`src/rtl/kmcs_pkg.sv`:
```
// Shared constants, types and the key map expansion for the key matrix column scanner.
package kmcs_pkg;

  localparam int COLUMNS   = 4;
  localparam int ROWS      = 4;
  localparam int COL_W     = $clog2(COLUMNS);
  localparam int PEND_W    = $clog2(COLUMNS + 1);
  localparam int KEY_MAP_W = 17;
  localparam int ENTER_BIT = 16;
  localparam int IDLE_W    = 8;

  localparam logic [IDLE_W-1:0] IDLE_RESCAN_RESET = 8'd25;

  typedef logic [COLUMNS-1:0][ROWS-1:0] col_keys_t;
  typedef logic [4:0] key_bit_t;
  typedef key_bit_t [COLUMNS-1:0][ROWS-1:0] key_table_t;

  // Key map bit position for each (column, row) switch.
  localparam key_table_t KEY_BIT_OF = '{
    '{5'd15, 5'd14, 5'd13, 5'd12},
    '{5'd11, 5'd10, 5'd8,  5'd9},
    '{5'd7,  5'd6,  5'd1,  5'd0},
    '{5'd4,  5'd5,  5'd2,  5'd3}
  };

  // Spreads the cached per-column keys over the key map and adds the enter key.
  function automatic logic [KEY_MAP_W-1:0] expand_keys(input col_keys_t keys,
                                                        input logic enter_pin);
    logic [KEY_MAP_W-1:0] map;
    map = '0;
    for (int c = 0; c < COLUMNS; c++) begin
      for (int r = 0; r < ROWS; r++) begin
        if (keys[c][r]) begin
          map[KEY_BIT_OF[c][r]] = 1'b1;
        end
      end
    end
    map[ENTER_BIT] = ~enter_pin;
    return map;
  endfunction

endpackage

```
`src/rtl/kmcs_in_if.sv`:
```
// Request channel into the scanner: one poll tick with the sampled pin levels.
interface kmcs_in_if;
  logic                       valid;
  logic                       ready;
  logic [kmcs_pkg::ROWS-1:0]  row_lines;
  logic                       enter_pin;
  logic                       change_request;
  logic                       suspend;

  modport source (output valid, row_lines, enter_pin, change_request, suspend,
                  input ready);
  modport sink (input valid, row_lines, enter_pin, change_request, suspend,
                output ready);
endinterface

```
`src/rtl/kmcs_out_if.sv`:
```
// Result channel out of the scanner: key map and column drive levels per tick.
interface kmcs_out_if;
  logic                            valid;
  logic                            ready;
  logic [kmcs_pkg::KEY_MAP_W-1:0]  key_map;
  logic [kmcs_pkg::COLUMNS-1:0]    column_drive;

  modport source (output valid, key_map, column_drive, input ready);
  modport sink (input valid, key_map, column_drive, output ready);
endinterface

```
`src/rtl/key_matrix_column_scanner.sv`:
```
// Four-column key matrix scanner: one poll tick in, one key map and drive level out.
//
//   channel  direction  contents
//   in_req   sink       row_lines, enter_pin, change_request, suspend
//   out_res  source     key_map, column_drive
//   cfg_*    write      idle_rescan_ticks (8 bits, reset 25)
//
// Each request is handled at acceptance: the scan state updates and the
// result lands in the output register on the same edge.
// A new request is taken every cycle while the output register is empty or
// being drained, so the throughput is one tick per clock.
// When the result is not taken, in_req.ready drops until it is.
// Reset (rst_n, synchronous) leaves no column driven, four columns pending
// and an empty key cache.
module key_matrix_column_scanner (
  input  logic                         clk,
  input  logic                         rst_n,
  input  logic                         cfg_we,
  input  logic [kmcs_pkg::IDLE_W-1:0]  cfg_wdata,
  kmcs_in_if.sink                      in_req,
  kmcs_out_if.source                   out_res
);

  // Configuration: idle ticks before a forced rescan.
  logic [kmcs_pkg::IDLE_W-1:0] idle_thr_r;

  // Scan state.
  logic [kmcs_pkg::COL_W-1:0]   next_col_r,  next_col_nxt;
  logic [kmcs_pkg::COL_W-1:0]   samp_col_r,  samp_col_nxt;
  logic                         samp_vld_r,  samp_vld_nxt;
  logic [kmcs_pkg::PEND_W-1:0]  pend_r,      pend_nxt;
  logic [kmcs_pkg::IDLE_W-1:0]  idle_r,      idle_nxt;
  kmcs_pkg::col_keys_t          keys_r,      keys_nxt;
  logic [kmcs_pkg::COLUMNS-1:0] drive_r,     drive_nxt;

  // Output register.
  logic                           out_vld_r;
  logic [kmcs_pkg::KEY_MAP_W-1:0] out_map_r;
  logic [kmcs_pkg::COLUMNS-1:0]   out_drive_r;

  logic accept;

  // The output register frees up when it is empty or being read this cycle.
  assign in_req.ready = ~out_vld_r | out_res.ready;
  assign accept       = in_req.valid & in_req.ready;

  assign out_res.valid        = out_vld_r;
  assign out_res.key_map      = out_map_r;
  assign out_res.column_drive = out_drive_r;

  // Next scan state for one tick. A suspended tick leaves everything as it is.
  always_comb begin
    next_col_nxt = next_col_r;
    samp_col_nxt = samp_col_r;
    samp_vld_nxt = samp_vld_r;
    pend_nxt     = pend_r;
    idle_nxt     = idle_r;
    keys_nxt     = keys_r;
    drive_nxt    = drive_r;
    if (!in_req.suspend) begin
      // A change notice restarts a full pass over the columns.
      if (in_req.change_request) begin
        pend_nxt = kmcs_pkg::PEND_W'(kmcs_pkg::COLUMNS);
        idle_nxt = '0;
      end
      // With nothing pending, count idle ticks until a rescan is forced.
      if (pend_nxt == '0) begin
        idle_nxt = idle_nxt + 1'b1;
        if (idle_nxt >= idle_thr_r) begin
          pend_nxt = kmcs_pkg::PEND_W'(kmcs_pkg::COLUMNS);
          idle_nxt = '0;
        end
      end
      // Rows read now belong to the column driven on the previous tick.
      if (samp_vld_r && (pend_nxt != '0)) begin
        keys_nxt[samp_col_r] = ~in_req.row_lines;
        pend_nxt             = pend_nxt - 1'b1;
      end
      samp_col_nxt = next_col_r;
      samp_vld_nxt = 1'b1;
      drive_nxt    = ~(kmcs_pkg::COLUMNS'(1) << next_col_r);
      next_col_nxt = kmcs_pkg::COL_W'(next_col_r + 1'b1);
    end
  end

  always_ff @(posedge clk) begin
    if (!rst_n) begin
      idle_thr_r <= kmcs_pkg::IDLE_RESCAN_RESET;
    end else if (cfg_we) begin
      idle_thr_r <= cfg_wdata;
    end
  end

  always_ff @(posedge clk) begin
    if (!rst_n) begin
      next_col_r <= '0;
      samp_col_r <= '0;
      samp_vld_r <= 1'b0;
      pend_r     <= kmcs_pkg::PEND_W'(kmcs_pkg::COLUMNS);
      idle_r     <= '0;
      keys_r     <= '0;
      drive_r    <= '1;
    end else if (accept) begin
      next_col_r <= next_col_nxt;
      samp_col_r <= samp_col_nxt;
      samp_vld_r <= samp_vld_nxt;
      pend_r     <= pend_nxt;
      idle_r     <= idle_nxt;
      keys_r     <= keys_nxt;
      drive_r    <= drive_nxt;
    end
  end

  always_ff @(posedge clk) begin
    if (!rst_n) begin
      out_vld_r <= 1'b0;
    end else if (accept) begin
      out_vld_r <= 1'b1;
    end else if (out_res.ready) begin
      out_vld_r <= 1'b0;
    end
  end

  // The key map is rebuilt from the updated cache so cached and fresh keys merge.
  always_ff @(posedge clk) begin
    if (accept) begin
      out_map_r   <= kmcs_pkg::expand_keys(keys_nxt, in_req.enter_pin);
      out_drive_r <= drive_nxt;
    end
  end

  // Once a column has been driven, exactly one column line is low.
  a_one_col_low: assert property (@(posedge clk) disable iff (!rst_n)
    samp_vld_r |-> ($countones(~drive_r) == 1))
    else $error("column drive is not one-cold");

  // The pending count never exceeds a full pass.
  a_pend_range: assert property (@(posedge clk) disable iff (!rst_n)
    pend_r <= kmcs_pkg::PEND_W'(kmcs_pkg::COLUMNS))
    else $error("pending column count out of range");

  // The sampled column is always the one just before the next column.
  a_col_order: assert property (@(posedge clk) disable iff (!rst_n)
    samp_vld_r |-> (next_col_r == kmcs_pkg::COL_W'(samp_col_r + 1'b1)))
    else $error("sample column and next column out of step");

  // A suspended tick changes no scan state.
  a_suspend_hold: assert property (@(posedge clk) disable iff (!rst_n)
    (accept && in_req.suspend) |=>
      ($stable(pend_r) && $stable(next_col_r) && $stable(keys_r) && $stable(idle_r)))
    else $error("scan state moved on a suspended tick");

  // Every accepted request leaves a result waiting in the output register.
  a_result_follows: assert property (@(posedge clk) disable iff (!rst_n)
    accept |=> out_vld_r)
    else $error("accepted request produced no result");

endmodule

```
`src/flat_wrapper.sv`:
```
// flat-port wrapper written by rule: the top's interface ports become plain ports
module key_matrix_column_scanner_flat 
  (clk, rst_n, cfg_we, cfg_wdata, in_req_valid, in_req_row_lines, in_req_enter_pin, in_req_change_request, in_req_suspend, in_req_ready, out_res_valid, out_res_key_map, out_res_column_drive, out_res_ready);
  kmcs_in_if in_req_i ();
  kmcs_out_if out_res_i ();
  input  logic clk;
  input  logic rst_n;
  input  logic cfg_we;
  input  logic [kmcs_pkg::IDLE_W-1:0] cfg_wdata;
  input wire logic [$bits(in_req_i.valid)-1:0] in_req_valid;
  input wire logic [$bits(in_req_i.row_lines)-1:0] in_req_row_lines;
  input wire logic [$bits(in_req_i.enter_pin)-1:0] in_req_enter_pin;
  input wire logic [$bits(in_req_i.change_request)-1:0] in_req_change_request;
  input wire logic [$bits(in_req_i.suspend)-1:0] in_req_suspend;
  output wire logic [$bits(in_req_i.ready)-1:0] in_req_ready;
  output wire logic [$bits(out_res_i.valid)-1:0] out_res_valid;
  output wire logic [$bits(out_res_i.key_map)-1:0] out_res_key_map;
  output wire logic [$bits(out_res_i.column_drive)-1:0] out_res_column_drive;
  input wire logic [$bits(out_res_i.ready)-1:0] out_res_ready;
  assign in_req_i.valid = in_req_valid;
  assign in_req_i.row_lines = in_req_row_lines;
  assign in_req_i.enter_pin = in_req_enter_pin;
  assign in_req_i.change_request = in_req_change_request;
  assign in_req_i.suspend = in_req_suspend;
  assign in_req_ready = in_req_i.ready;
  assign out_res_valid = out_res_i.valid;
  assign out_res_key_map = out_res_i.key_map;
  assign out_res_column_drive = out_res_i.column_drive;
  assign out_res_i.ready = out_res_ready;
  key_matrix_column_scanner u_core (.clk(clk), .rst_n(rst_n), .cfg_we(cfg_we), .cfg_wdata(cfg_wdata), .in_req(in_req_i), .out_res(out_res_i));
endmodule
```
`config.mk`:
```
export PLATFORM = sky130hd
export DESIGN_NAME = key_matrix_column_scanner_flat
export DESIGN_NICKNAME = d
export VERILOG_FILES = /design/src/rtl/kmcs_pkg.sv /design/src/rtl/kmcs_in_if.sv /design/src/rtl/kmcs_out_if.sv /design/src/rtl/key_matrix_column_scanner.sv /design/src/flat_wrapper.sv
export SDC_FILE = /design/constraint.sdc
export NUM_CORES = 1
export LEC_CHECK = 0
export ABC_AREA = 1
export BUFFER_PORTS_ARGS = -buffer_cell sky130_fd_sc_hd__buf_2
export CORE_MARGIN = 4
export CORE_UTILIZATION = 57
export CTS_CLUSTER_DIAMETER = 150
export DETAILED_ROUTE_END_ITERATION = 6
export PLACE_DENSITY = 0.86
export SYNTH_ARGS = -nofsm -noshare
export SYNTH_HDL_FRONTEND = slang
export SYNTH_SLANG_ARGS = --single-unit
```
`constraint.sdc`:
```
create_clock -name clk -period 4.1 [get_ports clk]
set_input_delay 0.41 -clock clk [delete_from_list [all_inputs] [get_ports clk]]
set_output_delay 0.41 -clock clk [all_outputs]
set_load 0.005 [all_outputs]
```
==> summary.md <==
| Metric | Value |
|---|---|
| Die width | 83.5 µm |
| Met2 Usage GRT | 33.5% |
| Wire length of the first global-routing pass | 11700 µm |
| Final Max Slew Viols | 0 |
| Number of flops mapped to enable cells by yosys | 21 |
| Initial Utilization | 59.1% |
| Required time at the endpoint of the critical path | 4.40 ns |
| Most used routing layer | met2 |
| Number of nets in the final layout | 485 |
| Antenna diodes | 0 |
| Most numerous cell types in the synthesized netlist | 79 x nand2_1, 65 x inv_1, 45 x dfxtp_1 |
| Cell Chain, Critical Path | inv_1 > nor2_1 > ha_1 > inv_1 > nor2_1 > nand4_1 > nand2_1 > clkinv_1 > ha_1 > nand2_1 > nor2_1 > nand2_1 > nand2_1 > a21boi_0 > ha_1 > inv_1 > nand2_1 > nor4_4 > nand2_1 > o211ai_1 > nand2_1 > inv_1 |
| Classification of the worst-slack hold path | input pin to flip-flop |
| Storage cell area | 1530 µm² |
| Internal reg-to-reg setup slack | 0.58 ns |
| Number of flip-flops and latches in the synthesized netlist | 66 |
| Beginning of the critical path | u_core.idle_r[0]$_SDFFE_PN0P_ |
| VDD IR max | 0.000205 V |
| Sort of element at the start of the critical path | flip-flop |
| Routing usage on met1 | 24.2% |
| Number of placement rows | 27 |
| Total routed wirelength | 6740 µm |
| Final setup violation count | 0 |
| Most area-consuming cells after synthesis | dfxtp_1 28%, edfxtp_1 19%, nand2_1 9.1%, inv_1 7.5%, ha_1 5.8% |
| Peak fanout along the critical path | 12 |
| Total number of vias | 2764 |
| Pin count of the biggest net entering global routing | 42 |
| Synthesized netlist net count | 445 |
| Cell count after synthesis | 410 |
| Startpoint of the tightest hold check path | cfg_wdata[0] |
| H-tree level count | 3 |
| Hold-fix buffers, CTS | 0 |
| Filler Cells Inserted | 428 |
| Routability congestion estimate from global placement | 0.872 |
| CP endpoint kind | flip-flop |
| Worst-case headroom to the max-slew limit | 47.9% |
| Synth unique cells | 33 |
| Area of the core | 5510 µm² |
| Synth top area share | 27.7% |
| Count leader, synth | nand2_1 |
| Leakage component of the power | 1.78 nW |
| Placed cell count | 511 |
| Detailed-router iteration count before antenna repair | 4 |
| Worst Setup Slack, final | 0.581 ns |
| Clock root cell | clkbuf_8 |
| Post-CTS setup-driven buffer insertion count | 0 |
| Total grt overflow | 0 |
| Ys Warns | 0 |
| Max-cap viol count | 0 |
| Area of placed instances | 3480 µm² |
| Area of combinational cells with multiple inputs | 1370 µm² |
| Share of the yosys chip area belonging to registers | 47.1% |
| Setup total negative slack | 0 ns |
| Number of gates resized after CTS | 0 |
| Most frequently used flop master after synthesis | dfxtp_1 |
| Tightest Pin Transition | 0.781 ns |
| CTS sink count | 66 |
| Delay of the slowest critical-path stage | 0.54 ns |
| Floorplan die height | 83.5 µm |
| Setup CP Type | flip-flop to flip-flop |
| Met3 usage in global routing | 6.12% |
| I/O pins | 43 |
| Insertion delay to the later sink of the worst-skew pair | 0.35 ns |
| Share of synthesized registers carrying an async set or reset | 0% |
| Worst reg2reg startpoint | u_core.idle_r[0]$_SDFFE_PN0P_ |
| DRC | 0 |
| PwrDens | 410 nW/µm² |
| Residual antenna-violating net count after detailed routing | 0 |
| Wire per inst | 12.8 µm |
| Worst clock skew | 0.0106 ns |
| Port Buffers | 42 |
| Mean instance size in the synthesized netlist | 7.93 µm² |
| Final design instance area without fill | 3690 µm² |
| Die area | 6980 µm² |
| Worst endpoint data arrival time | 3.81 ns |
| Number of clock buffers inserted by TritonCTS | 9 |
| Number of antenna violations at the first check in global routing | 0 |
| Min Hold Slack | 0.281 ns |
| Pwr Total | 1.51 mW |
| Max frequency | 284 MHz |
| Final std cells w/o fill | 527 |
| HPWL reported at the end of detailed placement | 4590 µm |
| Final worst path period need | 3.52 ns |
| Period Utilization, post-route | 85.8% |
| Number of global-route vias before repair | 2692 |
| Mapped cell area | 3250 µm² |
| Fraction of final layout cells with drive strength greater than 1 | 18.0% |
| Standard cell with the maximum stage delay on the critical path | nor4_4 |
| Total GRT Usage | 20.6% |
| Clock buffer depth | 2 |
| Synthesis-to-layout area growth | 13.5% |
| Crit-path most repeated cell | nand2_1 |
| Finished Core Util | 67.1% |
| Vias per Instance | 5.24 |
| Library cell occupying the most area in the post-synthesis netlist | dfxtp_1 |
| Clock transition at the registers of the reported paths | 0.07 ns |
| Run status | finished, final reports clean |
| CTS tree | built |
| Final hold viol count | 0 |
| Unrepaired setup endpoints after global routing | no |
| Worst setup slack before clock tree synthesis | 0.394 ns |
| DR iter-0 viols | 168 |
[per-layer routing]
metal | wire, µm | part of all wire (%) | vias to the layer above
li1 | - | - | 1400
met1 | 2820 | 42 | 1248
met2 | 3300 | 49 | 94
met3 | 418 | 6.2 | 22
met4 | 204 | 3.0 | 0
met5 | 0 | 0 | -
[sequential cells by signal, summed over array words and instances (netlist names)]
name,count
u_core.samp_vld_r,1
u_core.out_res.key_map,17
u_core.idle_thr_r,8
u_core.pend_r,3
u_core.next_col_r,2
u_core.samp_col_r,2
u_core.keys_r,16
u_core.out_res.column_drive,4
u_core.idle_r,8
u_core.out_res.valid,1
u_core.drive_r,4
[placed cells by master, fill, tap and decap left out, types with 2 or more instances in the layout]
cell type and count:
nand2_1 79, inv_1 65, dfxtp_1 45, buf_2 42, nor2_1 40, o21ai_0 37, a21oi_1 32, edfxtp_1 21
ha_1 15, o21ai_1 14, nand3_1 9, clkbuf_8 9, nand2_2 6, inv_2 4, nor2_4 3, nand3_2 3
nor2_2 3, nand4_1 3, clkinv_2 2, a31oi_1 2, o211ai_1 2, o211ai_2 2
[worst paths after layout]
check                                            to  cells after the start
setup / recovery     u_core.keys_r[15]$_SDFFE_PN0P_                     22
hold / removal    u_core.idle_thr_r[0]$_SDFFE_PN1P_                      3
hold reg to reg   u_core.idle_thr_r[2]$_SDFFE_PN0P_                      2
setup reg to reg     u_core.keys_r[15]$_SDFFE_PN0P_                     22
[final cells by class]
| type | count | share of cell area (%) |
|---|---|---|
| Clock inverter | 5 | 1.63 |
| Tap cell | 72 | 2.44 |
| Sequential cell | 66 | 41.5 |
| Clock buffer | 11 | 4.13 |
| Inverter | 71 | 7.25 |
| Multi-Input combinational cell | 259 | 37.2 |
| Timing Repair Buffer | 43 | 5.89 |
[where the power goes]
part           internal, mW  switching [mW]
combinational        0.0684           0.122
clock                 0.320           0.256
sequential            0.727          0.0214
total                  1.11           0.399
[cell families (layout without fill, tap and decap cells)]
logic type	after synthesis	in the layout	share of synthesized area (%)
adders and majority gates	15	15	5.77
and+or+nand+nor	149	149	20.7
AOI/OAI and AO/OA	94	94	15.5
buffers and inverters	85	130	10.7
xor gates and xnor gates	1	1	0.269
DFF	66	66	47.1
[worst max-delay path: cells and delay by family (launching register included)]
| family | cells | cell delay (ns) |
|---|---|---|
| simple gates | 12 | 1.86 |
| fa+ha+maj | 3 | 0.72 |
| buf+inv | 5 | 0.30 |
| compound gates | 2 | 0.26 |
| flops | 1 | 0.33 |
Note: power is estimated with default switching activity, not from simulation.
